File: config.mk
export PLATFORM = sky130hd
export DESIGN_NAME = programmable_interrupt_controller_flat
export DESIGN_NICKNAME = d
export VERILOG_FILES = /design/src/rtl/pic_pkg.sv /design/src/rtl/pic_if.sv /design/src/rtl/pic_core.sv /design/src/rtl/programmable_interrupt_controller.sv /design/src/flat_wrapper.sv
export SDC_FILE = /design/constraint.sdc
export NUM_CORES = 1
export LEC_CHECK = 0
export CORE_MARGIN = 5
export CORE_UTILIZATION = 24
export DETAILED_ROUTE_END_ITERATION = 6
export DONT_BUFFER_PORTS = 1
export GPL_ROUTABILITY_DRIVEN = 0
export PLACE_DENSITY_LB_ADDON = 0.05
export SYNTH_ARGS = -nofsm -noshare
export SYNTH_HDL_FRONTEND = slang
export SYNTH_SLANG_ARGS = --single-unit
File: constraint.sdc
create_clock -name clk -period 11.16 [get_ports clk]
set_clock_uncertainty 0.2 [all_clocks]
set_input_delay 2.232 -clock clk [delete_from_list [all_inputs] [get_ports clk]]
set_output_delay 2.232 -clock clk [all_outputs]
set_load 0.01 [all_outputs]
File: src/rtl/pic_pkg.sv
// Shared types, codes and helpers for the interrupt controller.
`default_nettype none
package pic_pkg;

  localparam int NUM_LINES = 8;
  localparam int LVL_W     = $clog2(NUM_LINES + 1);
  localparam int IDX_W     = $clog2(NUM_LINES);

  typedef enum logic [1:0] {
    KIND_WRITE  = 2'd0,
    KIND_READ   = 2'd1,
    KIND_SAMPLE = 2'd2,
    KIND_ACK    = 2'd3
  } kind_t;

  // Command word decode
  localparam logic [7:0] ICW1_FLAG   = 8'h10;
  localparam logic [7:0] OCW3_FLAG   = 8'h08;
  localparam logic [7:0] RR_FLAG     = 8'h02;
  localparam logic [7:0] RIS_FLAG    = 8'h01;
  localparam logic [7:0] IC4_FLAG    = 8'h01;
  localparam logic [7:0] MASK_RESET  = 8'hFF;
  localparam logic [7:0] LINES_HIGH  = 8'hFF;

  localparam logic [2:0] EOI_NONSPEC = 3'b001;
  localparam logic [2:0] EOI_SPEC    = 3'b011;

  localparam logic [2:0] SPURIOUS_LVL = 3'd7;

  typedef struct packed {
    logic [1:0] kind;
    logic       port_sel;
    logic [7:0] wdata;
    logic [7:0] irq_lines;
  } in_item_t;

  typedef struct packed {
    logic [7:0] rdata;
    logic       int_out;
    logic [7:0] vector;
    logic       spurious;
  } out_item_t;

  // Index of the lowest set bit (highest priority), NUM_LINES if none.
  function automatic logic [LVL_W-1:0] top_level(input logic [NUM_LINES-1:0] bits);
    logic [LVL_W-1:0] lv;
    lv = LVL_W'(NUM_LINES);
    for (int i = NUM_LINES - 1; i >= 0; i--) begin
      if (bits[i]) begin
        lv = LVL_W'(i);
      end
    end
    return lv;
  endfunction

endpackage
`default_nettype wire

File: src/rtl/pic_if.sv
// Valid/ready channel interfaces for bus items and results.
`default_nettype none
interface pic_in_if;
  logic       valid;
  logic       ready;
  logic [1:0] kind;
  logic       port_sel;
  logic [7:0] wdata;
  logic [7:0] irq_lines;

  modport source (output valid, kind, port_sel, wdata, irq_lines, input ready);
  modport sink   (input valid, kind, port_sel, wdata, irq_lines, output ready);
endinterface

interface pic_out_if;
  logic       valid;
  logic       ready;
  logic [7:0] rdata;
  logic       int_out;
  logic [7:0] vector;
  logic       spurious;

  modport source (output valid, rdata, int_out, vector, spurious, input ready);
  modport sink   (input valid, rdata, int_out, vector, spurious, output ready);
endinterface
`default_nettype wire

File: src/rtl/pic_core.sv
// Controller state: init sequence, mask, IRR/ISR and the per-item result logic.
`default_nettype none
module pic_core (
  input  wire logic               clk,
  input  wire logic               rst,
  input  wire logic               en,
  input  wire pic_pkg::in_item_t  item,
  output pic_pkg::out_item_t      result
);

  typedef enum logic [1:0] {
    PH_READY = 2'd0,
    PH_ICW2  = 2'd1,
    PH_ICW3  = 2'd2,
    PH_ICW4  = 2'd3
  } phase_t;

  phase_t      init_phase, init_phase_next;
  logic        need_icw4, need_icw4_next;
  logic        level_mode, level_mode_next;
  logic [4:0]  vector_base, vector_base_next;
  logic [7:0]  cascade_word, cascade_word_next;
  logic [7:0]  mask_reg, mask_reg_next;
  logic [7:0]  request_reg, request_reg_next;
  logic [7:0]  service_reg, service_reg_next;
  logic        read_service_sel, read_service_sel_next;
  logic [7:0]  prev_lines, prev_lines_next;

  logic [pic_pkg::LVL_W-1:0] win_lv, svc_lv, req_lv;
  logic [pic_pkg::LVL_W-1:0] new_req_lv, new_svc_lv;
  logic [7:0]                d;

  assign d = item.wdata;

  always_comb begin
    req_lv = pic_pkg::top_level(request_reg & ~mask_reg);
    svc_lv = pic_pkg::top_level(service_reg);
    win_lv = (req_lv < svc_lv) ? req_lv : pic_pkg::LVL_W'(pic_pkg::NUM_LINES);
  end

  always_comb begin
    init_phase_next       = init_phase;
    need_icw4_next        = need_icw4;
    level_mode_next       = level_mode;
    vector_base_next      = vector_base;
    cascade_word_next     = cascade_word;
    mask_reg_next         = mask_reg;
    request_reg_next      = request_reg;
    service_reg_next      = service_reg;
    read_service_sel_next = read_service_sel;
    prev_lines_next       = prev_lines;
    result.rdata          = '0;
    result.vector         = '0;
    result.spurious       = 1'b0;

    unique case (pic_pkg::kind_t'(item.kind))
      pic_pkg::KIND_WRITE: begin
        if (!item.port_sel) begin
          if ((d & pic_pkg::ICW1_FLAG) != '0) begin
            init_phase_next       = PH_ICW2;
            need_icw4_next        = (d & pic_pkg::IC4_FLAG) != '0;
            level_mode_next       = d[3];
            mask_reg_next         = '0;
            request_reg_next      = '0;
            service_reg_next      = '0;
            read_service_sel_next = 1'b0;
            // lines already high must see a fresh rising edge
            prev_lines_next       = pic_pkg::LINES_HIGH;
          end else if (init_phase != PH_READY) begin
            // command writes ignored mid-initialization
          end else if ((d & pic_pkg::OCW3_FLAG) != '0) begin
            if ((d & pic_pkg::RR_FLAG) != '0) begin
              read_service_sel_next = (d & pic_pkg::RIS_FLAG) != '0;
            end
          end else if (d[7:5] == pic_pkg::EOI_NONSPEC) begin
            if (svc_lv < pic_pkg::LVL_W'(pic_pkg::NUM_LINES)) begin
              service_reg_next = service_reg & ~(8'd1 << svc_lv[pic_pkg::IDX_W-1:0]);
            end
          end else if (d[7:5] == pic_pkg::EOI_SPEC) begin
            service_reg_next = service_reg & ~(8'd1 << d[2:0]);
          end
        end else begin
          unique case (init_phase)
            PH_ICW2: begin
              vector_base_next = d[7:3];
              init_phase_next  = PH_ICW3;
            end
            PH_ICW3: begin
              cascade_word_next = d;
              init_phase_next   = need_icw4 ? PH_ICW4 : PH_READY;
            end
            PH_ICW4: init_phase_next = PH_READY;
            PH_READY: mask_reg_next = d;
          endcase
        end
      end
      pic_pkg::KIND_READ: begin
        if (item.port_sel) begin
          result.rdata = mask_reg;
        end else begin
          result.rdata = read_service_sel ? service_reg : request_reg;
        end
      end
      pic_pkg::KIND_SAMPLE: begin
        if (level_mode) begin
          request_reg_next = item.irq_lines;
        end else begin
          request_reg_next = (request_reg | (item.irq_lines & ~prev_lines)) & item.irq_lines;
        end
        prev_lines_next = item.irq_lines;
      end
      pic_pkg::KIND_ACK: begin
        if (win_lv < pic_pkg::LVL_W'(pic_pkg::NUM_LINES)) begin
          request_reg_next = request_reg & ~(8'd1 << win_lv[pic_pkg::IDX_W-1:0]);
          service_reg_next = service_reg | (8'd1 << win_lv[pic_pkg::IDX_W-1:0]);
          result.vector    = {vector_base, win_lv[pic_pkg::IDX_W-1:0]};
        end else begin
          result.vector    = {vector_base, pic_pkg::SPURIOUS_LVL};
          result.spurious  = 1'b1;
        end
      end
    endcase

    // int_out reflects the state after this item
    new_req_lv     = pic_pkg::top_level(request_reg_next & ~mask_reg_next);
    new_svc_lv     = pic_pkg::top_level(service_reg_next);
    result.int_out = new_req_lv < new_svc_lv;
  end

  always_ff @(posedge clk) begin
    if (rst) begin
      init_phase       <= PH_READY;
      need_icw4        <= 1'b0;
      level_mode       <= 1'b0;
      vector_base      <= '0;
      cascade_word     <= '0;
      mask_reg         <= pic_pkg::MASK_RESET;
      request_reg      <= '0;
      service_reg      <= '0;
      read_service_sel <= 1'b0;
      prev_lines       <= '0;
    end else if (en) begin
      init_phase       <= init_phase_next;
      need_icw4        <= need_icw4_next;
      level_mode       <= level_mode_next;
      vector_base      <= vector_base_next;
      cascade_word     <= cascade_word_next;
      mask_reg         <= mask_reg_next;
      request_reg      <= request_reg_next;
      service_reg      <= service_reg_next;
      read_service_sel <= read_service_sel_next;
      prev_lines       <= prev_lines_next;
    end
  end

  a_reset_mask: assert property (@(posedge clk) rst |=> mask_reg == pic_pkg::MASK_RESET)
    else $error("mask not all-ones after reset");

  // an acknowledge puts at most one level in service
  a_one_new_isr: assert property (@(posedge clk) disable iff (rst)
    1'b1 |=> $countones(service_reg & ~$past(service_reg)) <= 1)
    else $error("more than one ISR bit set in one cycle");

  a_idle_hold: assert property (@(posedge clk) disable iff (rst)
    !en |=> $stable(service_reg) && $stable(request_reg) && $stable(mask_reg))
    else $error("state changed without a processed item");

endmodule
`default_nettype wire

File: src/rtl/programmable_interrupt_controller.sv
// An accepted item sits in the input reg, then its result in the result reg.
// Throughput: one item per cycle unless stalled; the priority encoders sit between the two registers.
// Ready drops only while both registers hold items and the result is not taken.
// Reset (rst, synchronous): controller ready, all lines masked, IRR/ISR clear,
// pipeline empty.
`default_nettype none
module programmable_interrupt_controller (
  input wire logic  clk,
  input wire logic  rst,
  pic_in_if.sink    req,
  pic_out_if.source rsp
);

  pic_pkg::in_item_t  s1_item;
  logic               s1_valid;
  pic_pkg::out_item_t core_result;
  pic_pkg::out_item_t out_item;
  logic               out_valid;
  logic               advance;

  assign advance   = !out_valid || rsp.ready;
  assign req.ready = !s1_valid || advance;

  pic_core u_core (
    .clk    (clk),
    .rst    (rst),
    .en     (s1_valid && advance),
    .item   (s1_item),
    .result (core_result)
  );

  always_ff @(posedge clk) begin
    if (rst) begin
      s1_valid  <= 1'b0;
      out_valid <= 1'b0;
    end else begin
      if (req.ready) begin
        s1_valid <= req.valid;
      end
      if (advance) begin
        out_valid <= s1_valid;
      end
    end
  end

  always_ff @(posedge clk) begin
    if (req.valid && req.ready) begin
      s1_item <= '{kind: req.kind, port_sel: req.port_sel, wdata: req.wdata,
                   irq_lines: req.irq_lines};
    end
    if (s1_valid && advance) begin
      out_item <= core_result;
    end
  end

  assign rsp.valid    = out_valid;
  assign rsp.rdata    = out_item.rdata;
  assign rsp.int_out  = out_item.int_out;
  assign rsp.vector   = out_item.vector;
  assign rsp.spurious = out_item.spurious;

  a_s1_hold: assert property (@(posedge clk) disable iff (rst)
    s1_valid && !advance |=> s1_valid && $stable(s1_item))
    else $error("input stage overwritten while stalled");

  a_spur_vec: assert property (@(posedge clk) disable iff (rst)
    out_valid && out_item.spurious |-> out_item.vector[2:0] == pic_pkg::SPURIOUS_LVL)
    else $error("spurious result without level-7 vector");

  a_no_loss: assert property (@(posedge clk) disable iff (rst)
    s1_valid && advance |=> out_valid)
    else $error("processed item did not reach the result register");

endmodule
`default_nettype wire

File: src/flat_wrapper.sv
// flat-port wrapper written by rule: the top's interface ports become plain ports
module programmable_interrupt_controller_flat 
  (clk, rst, req_valid, req_kind, req_port_sel, req_wdata, req_irq_lines, req_ready, rsp_valid, rsp_rdata, rsp_int_out, rsp_vector, rsp_spurious, rsp_ready);
  pic_in_if req_i ();
  pic_out_if rsp_i ();
  input wire logic clk;
  input wire logic rst;
  input wire logic [$bits(req_i.valid)-1:0] req_valid;
  input wire logic [$bits(req_i.kind)-1:0] req_kind;
  input wire logic [$bits(req_i.port_sel)-1:0] req_port_sel;
  input wire logic [$bits(req_i.wdata)-1:0] req_wdata;
  input wire logic [$bits(req_i.irq_lines)-1:0] req_irq_lines;
  output wire logic [$bits(req_i.ready)-1:0] req_ready;
  output wire logic [$bits(rsp_i.valid)-1:0] rsp_valid;
  output wire logic [$bits(rsp_i.rdata)-1:0] rsp_rdata;
  output wire logic [$bits(rsp_i.int_out)-1:0] rsp_int_out;
  output wire logic [$bits(rsp_i.vector)-1:0] rsp_vector;
  output wire logic [$bits(rsp_i.spurious)-1:0] rsp_spurious;
  input wire logic [$bits(rsp_i.ready)-1:0] rsp_ready;
  assign req_i.valid = req_valid;
  assign req_i.kind = req_kind;
  assign req_i.port_sel = req_port_sel;
  assign req_i.wdata = req_wdata;
  assign req_i.irq_lines = req_irq_lines;
  assign req_ready = req_i.ready;
  assign rsp_valid = rsp_i.valid;
  assign rsp_rdata = rsp_i.rdata;
  assign rsp_int_out = rsp_i.int_out;
  assign rsp_vector = rsp_i.vector;
  assign rsp_spurious = rsp_i.spurious;
  assign rsp_i.ready = rsp_ready;
  programmable_interrupt_controller u_core (.clk(clk), .rst(rst), .req(req_i), .rsp(rsp_i));
endmodule
# After elaboration in Yosys (flattened, before gate mapping)

Index checks and enable logic that the tools add are counted.

Input bits: 23
Flip-flop bits (word level): 81
Output and inout port bits: 20

Multiplexer cells: 66
Reductions and logical operators: 18
Eq/ne operators: 12
Bitwise operators: 16
Order comparisons: 4
Shifts and indexed selects: 3

Operator list:

| cell                  | count |
|---|---|
| $mux W8               | 20 |
| $mux W4               | 33 |
| $and A8 B8 Y8         | 7 |
| $not A8 Y8            | 6 |
| $pmux W8 S2           | 2 |
| $pmux W8 S3           | 1 |
| $shl A1 B3 Y8 const A | 3 |
| $or A8 B8 Y8          | 2 |
| $reduce_and A4 Y1     | 4 |
| $reduce_bool A2 Y1    | 5 |
| $eq A2 B2 Y1 const B  | 4 |
| $lt A4 B4 Y1          | 2 |
| $lt A4 B4 Y1 const B  | 2 |
| $mux W2               | 3 |
| $pmux W2 S3           | 1 |
| $reduce_and A6 Y1     | 1 |
| $mux W1               | 5 |
| $eq A2 B1 Y1 const B  | 2 |
| $logic_not A2 Y1      | 2 |
| $ne A2 B1 Y1 const B  | 2 |
| $ne A4 B4 Y1 const B  | 1 |
| $eq A3 B1 Y1 const B  | 1 |
| $eq A3 B2 Y1 const B  | 1 |
| $mux W3               | 1 |
| 5 further kinds       | 8 |

# Longest topological paths before layout

Gate-level depths: netlist of run 1.

Depth in word-level cells: 27
Depth in mapped cells: 19
Depth with buffers taken out: 18

# Cells and area by module

Synthesis of run 1 repeated with hierarchy kept, for this count alone.

Cell total of the unflattened synthesis: 544
Area, all modules: 4,834.6 µm²

By module, submodules not included:

| module                            | area each (µm²) | seq. area each (µm²) | cells each | instances |
|---|---|---|---|---|
| pic_core                          | 3,619.7         | 840.8                | 497        | 1 |
| programmable_interrupt_controller | 1,214.9         | 1,151.1              | 47         | 1 |

# Worst setup path before layout of run 1

OpenSTA, ideal clock, no wires.

Kind: in2out
From: input port rsp_ready
To: output port req_ready
Buffers on the path: 0
Path slack: 6.199 ns
Data required time: 8.728 ns
Arrival time: 2.529 ns
Stages on the path: 2
Path through: nor2b_1 > nand2_1

Word-level cells in the longest chain between the ends: 2

Ends and longest elaborated chain:

| element            | line                                    | RTL |
|---|---|---|
| from (decl)        | flat_wrapper.sv:19                      | `input wire logic [$bits(rsp_i.ready)-1:0] rsp_ready;` |
| $logic_or A1 B1 Y1 | programmable_interrupt_controller.sv:21 | `assign advance = !out_valid \|\| rsp.ready;` |
| $logic_or A1 B1 Y1 | programmable_interrupt_controller.sv:22 | `assign req.ready = !s1_valid \|\| advance;` |
| to (decl)          | flat_wrapper.sv:13                      | `output wire logic [$bits(req_i.ready)-1:0] req_ready;` |

No other way between the ends.

# Worst setup path in the final report of run 1

Ends and elaborated chain as after synthesis.

==> key figures, run 1 <==
Global route
  – First-pass GRT wire length: 24.2 mm
  – Initial antenna violation count: 0
  – Pin count of the biggest net entering global routing: 45
  – Vias in the first global route: between 3,000 and 4,000
  – GR Util All Layers: 0.144
  – Total congestion overflow: 0

Logic synthesis
  – Most frequent cell after synthesis: nor2_1
  – Mapped Cells: 528
  – Yosys reg bits: 81
  – Top cells by count, synth: nor2_1, nand2_1, a21oi_1
  – Top FF cell, synth: dfxtp_1
  – Synth unique cells: 75
  – Top cells by area, synth: edfxtp_1, dfxtp_1, a21oi_1, nor2_1, nand2_1
  – Post-synth ARST share: 0
  – Number of flops mapped to enable cells by yosys: 37
  – Leading area contributor after synthesis: edfxtp_1
  – Yosys warnings: 0
  – Synth top area share: 0.238
  – Post-Syn Nets: ~560
  – Mapped Area: approximately 4700 µm²
  – Avg Cell Area, Syn: around 8.9 µm²
  – Register area share after synthesis: 0.426

Clock tree
  – Num CTS Buffers: 9
  – CTS Hold Bufs: 0
  – Post-CTS sizing: 0
  – Total setup buffers inserted after CTS: 0
  – CTS Sinks: a little over 80
  – Clock Tree Buf Depth: 2
  – TritonCTS clock tree: yes
  – Clock transition at path regs: 0.06 ns
  – CTS H-Tree Depth: 3
  – Root buffer cell: clkbuf_16
  – Skew-Pair Late Insertion Delay: about 0.36 ns

Detailed routing
  – Detailed Route Iter0 Violations: approximately 260
  – Post-route ant nets: 0
  – Drt drc: 0
  – Wirelength per Cell: about 20 µm
  – DR vias/cell: 4.98
  – DRT Pass-1 Iters: 5
  – Routed WL: 15.7 mm
  – Vias: a little under 4,000

Hold path
  – Worst hold-check path type: flop to flop
  – Hold Path Origin: u_core.u_core.need_icw4

Die
  – Die Ht: about 150 µm
  – Starting density of the core: 0.242
  – Die area: 22,400 µm²
  – Row count: between 50 and 60
  – Die Width: ~150 µm
  – Core Area: slightly below 20,000 µm²
  – # IOs: 43

Timing
  – Peak Freq: roughly 200 MHz
  – Endpoints failing setup: 0
  – RSZ-0062 raised after global routing: no
  – WHS: between 0.2 and 0.3 ns
  – Period utilization: 0.450
  – Final worst slack: about 6.1 ns
  – Least-Margin Pin Slew: about 0.9 ns
  – Final Max Slew Viols: 0
  – Final setup TNS: 0 ns
  – Slew Limit Headroom: 0.411
  – Hold Vio Cnt, Final: 0
  – Final min period: ~5.0 ns

Power
  – Clock power share: 0.446
  – Share of power burned in combinational logic: 0.098
  – P_int: between 0.5 and 0.6 mW
  – P_leak: 1.85 nW
  – Sequential Power Share: 0.457
  – Net switching power: approximately 0.19 mW
  – Worst VDD drop: 73.7 µV
  – Pwr dens: between 100 and 150 nW/µm²
  – Sw Share: 0.258

Setup path
  – Crit path kind: input pin to primary output
  – Setup crit end kind: primary output
  – Crit path DAT: 2.59 ns
  – Worst-path cell chain: nor2b_1, nand2_1
  – Crit path max-delay family: simple AND/OR/NAND/NOR gates
  – Worst-path fanout max: 4
  – Slowest cell on crit path: nor2b_1
  – Crit. Startpoint: rsp_ready
  – Worst Path Buf+Inv: 0
  – Slowest cell delay on critical path: approximately 0.2 ns
  – Crit path launch type: input pin
  – Required time worst endpoint: 8.73 ns
  – RR Startpoint: u_core.u_core.mask_reg[0]

Outcome
  – Run status: finished, final reports clean

Place
  – I/O Buffers: 0
  – HPWL after DPL: ~12 mm
  – Worst slack, placed: around 6.1 ns

Cells and area
  – Layout area overhead: 11.7%
  – Share of layout cells above drive strength 1: 0.0753
  – Total Nets Final: ~550
  – # fillers: approximately 2,100
  – Max FFs per register: 19
  – Reg with most FFs: u_core.s1_item
  – Number of diodes: 0
  – Core Util, Final: 0.270

Run
  – Max Cap Viol: 0
[worst min-delay path, delay by kind of cell (launching register included)]
family	cells	cell delay (ns)
flip-flops	1	0.32
AND/OR/NAND/NOR	1	0.06
AO/OA/AOI/OAI	1	0.05
[worst paths after layout]
kind	endpoint	slack, ns	cells past startpoint
worst max-delay path	req_ready	6.14	2
worst min-delay path	u_core.u_core.need_icw4	0.27	2
worst max register to register	u_core.rsp.int_out	6.19	16
worst min register to register	u_core.u_core.need_icw4	0.27	2
[per-layer routing]
metal	wire length [µm]	vias up	track usage
met2	7150	105	0.226
met1	7730	1857	0.201
met3	555	19	0.0276
li1	-	1921	-
met5	0	-	0
met4	306	0	0.0462
[logic make-up (layout without fill, tap and decap cells)]
family          Yosys count  count (layout)  share of synthesized area
fa+ha+maj                11              11                     0.0294
simple gates            208             208                      0.227
flops                    81              81                      0.426
buf+inv                  46              36                     0.0409
compound gates          168             168                      0.246
mux                      14              14                     0.0302
[power groups by stage]
stage                     sequential (mW)  clock [mW]  combinational, mW
after detailed placement            0.345           0             0.0726
final                               0.339       0.331             0.0725
after global routing                0.340       0.354             0.0810
after global placement              0.346           0             0.0729
after floorplan                     0.337           0             0.0576
after CTS                           0.339       0.343             0.0731
[area by class of cell]
| type | count | area (µm²) | area share |
|---|---|---|---|
| inverters | 17 | 63.8 | 0.0122 |
| repair buffers | 3 | 22.5 | 0.00431 |
| clock buffers | 11 | 243 | 0.0465 |
| clock inverters | 5 | 78.8 | 0.0151 |
| well taps | 265 | 332 | 0.0635 |
| flip-flops and latches | 81 | 1990 | 0.381 |
| multi-input cells | 401 | 2490 | 0.477 |
[cell usage in the layout (no fill, tap or decap), types with 8 or more instances in the layout]
cell type	n
a21o_1	9
a21oi_1	46
a221o_1	11
and2_1	16
clkbuf_16	9
dfxtp_1	44
edfxtp_1	37
ha_1	11
inv_1	14
mux2i_1	13
nand2_1	56
nand2b_1	15
nand3_1	10
nor2_1	60
nor2b_1	11
nor3_1	8
o21ai_0	28
o22ai_1	8
[per-stage QoR]
stage          power, mW  std cells  instance area [µm²]
5_1_grt            0.775        783                 5220
3_5_place_dp       0.418        767                 4900
2_1_floorplan      0.395        528                 4680
3_3_place_gp       0.418        767                 4900
6_report           0.742        783                 5220
4_1_cts            0.755        783                 5220
(Power assumes the default switching activity.)
==> run 2: changes to the inputs <==
Clock period 11.16 ns to 5.2 ns, I/O delays scaled along.
==> run 2 against run 1 <==
Compared with the run above:
- largest cell class unchanged
- total power increased by 110%
- cell area increased by 0.62%
- die area unchanged
- combinational power is 120% higher
- first-iteration DRC count fell by 10%
- sequential share of layout area is 0.24 points lower
- clock power increased by 94%
- sequential power is 110% higher
==> key figures, run 2 (synthesized netlist as in run 1, its figures left out) <==
Clock tree
  – Post-CTS sizing: 0 (unchanged)
  – Clock transition at path regs: 0.07 ns (about the same)
  – CTS Hold Bufs: 0 (unchanged)
  – CTS Sinks: 81 (unchanged)
  – Total setup buffers inserted after CTS: 0 (unchanged)
  – Num CTS Buffers: 9 (unchanged)
  – Skew-Pair Late Insertion Delay: 0.34 ns (-0.02 ns)
  – TritonCTS clock tree: yes
  – Clock Tree Buf Depth: 2 (unchanged)
  – Root buffer cell: clkbuf_16
  – CTS H-Tree Depth: 3 (unchanged)

Timing
  – Final setup TNS: 0 ns (unchanged)
  – Final Max Slew Viols: 0 (unchanged)
  – RSZ-0062 raised after global routing: no
  – Final min period: just under 5 ns
  – Least-Margin Pin Slew: 0.892 ns (+0.00921 ns)
  – Hold Vio Cnt, Final: 0 (unchanged)
  – Endpoints failing setup: 0 (unchanged)
  – Final worst slack: 0.326 ns (-5.82 ns)
  – Slew Limit Headroom: 0.405 (-0.00614)
  – Peak Freq: between 200 and 250 MHz
  – Period utilization: 0.937

Cells and area
  – Reg with most FFs: u_core.s1_item
  – Layout area overhead: 12.4%
  – Number of diodes: 0 (unchanged)
  – Most frequent cells in the layout: nor2_1, nand2_1, a21oi_1
  – Total Nets Final: 555 (+1.5%)
  – Commonest non-fill, non-tap cell in the layout: nor2_1
  – Share of layout cells above drive strength 1: 0.0875 (+0.0122)
  – # fillers: 2,092 (+0.24%)
  – Max FFs per register: 19 (unchanged)
  – Cell area after layout: 5260 µm² (+0.62%)

Setup path
  – Crit path max-delay family: simple AND/OR/NAND/NOR gates
  – Slowest cell delay on critical path: 0.55 ns (+0.35 ns)
  – Total stage count of the critical path: 17 (+15)
  – Slowest cell on crit path: nor4_1
  – Reg-to-Reg End: u_core.rsp.int_out
  – Worst Reg-to-Reg Cells: 17 (+1)
  – Worst-path fanout max: 7 (+3)
  – Reg2reg setup slack: 0.33 ns (-5.86 ns)
  – Worst Path Buf+Inv: 1 (+1)
  – Crit path kind: flop to flop
  – Worst-path cell chain: nor2b_1, nor4_1, and3_1, ha_1, a21oi_1, and2_1, a211oi_1, o311a_1, o21ai_2, inv_2, nor2_2, o21ai_1, a311oi_1, ha_1, and3_1, and4_1, a211oi_2
  – Crit path DAT: 4.86 ns (+2.27 ns)
  – RR Startpoint: u_core.u_core.mask_reg[0]
  – Crit path launch type: flop
  – Required time worst endpoint: 5.19 ns (-3.54 ns)
  – Setup crit end kind: flop

Global route
  – GR Util All Layers: 0.149 (+0.00505)
  – Initial antenna violation count: 0 (unchanged)
  – First-pass GRT wire length: 25.0 mm (+3.1%)
  – Pin count of the biggest net entering global routing: 45 (unchanged)
  – Total congestion overflow: 0 (unchanged)
  – Vias in the first global route: 3,915 (-0.077%)

Power
  – Pwr dens: 291 nW/µm² (+100%)
  – Sequential Power Share: 0.475 (+0.018)
  – P_leak: 1.86 nW (+0.84%)
  – Worst VDD drop: 155 µV (+110%)
  – Share of power burned in combinational logic: 0.105 (+0.007)
  – Sw Share: 0.265 (+0.00649)
  – P_int: 1.12 mW (+100%)
  – Final total power: 1.53 mW (+110%)
  – Clock power share: 0.419 (-0.027)
  – Net switching power: 0.404 mW (+110%)

Detailed routing
  – Post-route ant nets: 0 (unchanged)
  – Routed WL: 16.3 mm (+3.7%)
  – DRT Pass-1 Iters: 4 (-1)
  – Wirelength per Cell: 20.6 µm (+2.6%)
  – Detailed Route Iter0 Violations: 232 (-10%)
  – Vias: 3,953 (+1.3%)
  – DR vias/cell: 5.00 (+0.28%)
  – Drt drc: 0 (unchanged)

Die
  – # IOs: 43 (unchanged)
  – Core Area: 19,300 µm² (unchanged)
  – Die Width: 150 µm (unchanged)
  – Die area: 22,400 µm² (unchanged)
  – Starting density of the core: 0.242 (unchanged)
  – Row count: 51 (unchanged)
  – Die Ht: 150 µm (unchanged)

Place
  – Area after DPL: 4960 µm² (+1.2%)
  – I/O Buffers: 0 (unchanged)
  – HPWL after DPL: 12.3 mm (+5.4%)
  – Worst slack, placed: 0.311 ns (-5.83 ns)

Run
  – Max Cap Viol: 0 (unchanged)

Hold path
  – Hold Crit Depth: 2 (unchanged)
  – Hold Path Origin: u_core.u_core.need_icw4
  – Worst hold-check path type: flop to flop
  – Hold EP: u_core.u_core.need_icw4

Outcome
  – Run status: finished, final reports clean
[run 2: worst max-delay path by stage]
stage,to,startpoint,slack (ns)
after global placement,u_core.rsp.int_out,u_core.u_core.mask_reg[0],0.47
final,u_core.rsp.int_out,u_core.u_core.mask_reg[0],0.33
after detailed placement,u_core.rsp.int_out,u_core.u_core.mask_reg[0],0.31
after global routing,u_core.rsp.int_out,u_core.u_core.request_reg[4],0.02
after CTS,u_core.rsp.int_out,u_core.u_core.mask_reg[0],0.29
after floorplan,u_core.rsp.int_out,u_core.u_core.service_reg[2],1.00
[run 2: layout make-up]
class / count / area (µm²) / area share
Clock buffer: 12 / 236 / 0.0450
Clock inverter: 4 / 53.8 / 0.0102
Inverter: 17 / 63.8 / 0.0121
Multi-Input combinational cell: 401 / 2500 / 0.475
Sequential cell: 81 / 1990 / 0.379
Tap cell: 265 / 332 / 0.0631
Timing Repair Buffer: 11 / 82.6 / 0.0157
[run 2: worst min-delay path, stage by stage (launching register included)]
cell,delay [ns]
dfxtp_1,0.33
nand2_1,0.06
a21oi_1,0.05
[run 2: power groups by stage]
stage / Sequential (mW) / Combinational [mW] / Clock [mW]
after floorplan: 0.723 / 0.124 / 0
after detailed placement: 0.741 / 0.161 / 0
final: 0.727 / 0.161 / 0.641
after CTS: 0.727 / 0.161 / 0.667
after global routing: 0.730 / 0.179 / 0.691
after global placement: 0.742 / 0.163 / 0
[run 2: routing by layer]
metal	vias to the layer above	routed length, µm	GRT usage
met5	-	0	0
met4	0	414	0.0526
met3	20	540	0.0276
met2	110	7210	0.231
met1	1889	8150	0.209
li1	1934	-	-
[run 2: metrics by stage]
step	hold slack, ns	std cells	utilization
finish	0.281	791	0.272
global route	0.314	791	0.272
floorplan	0.250	528	-
global placement	0.268	775	0.257
detailed placement	0.271	775	0.257
CTS	0.280	791	0.272
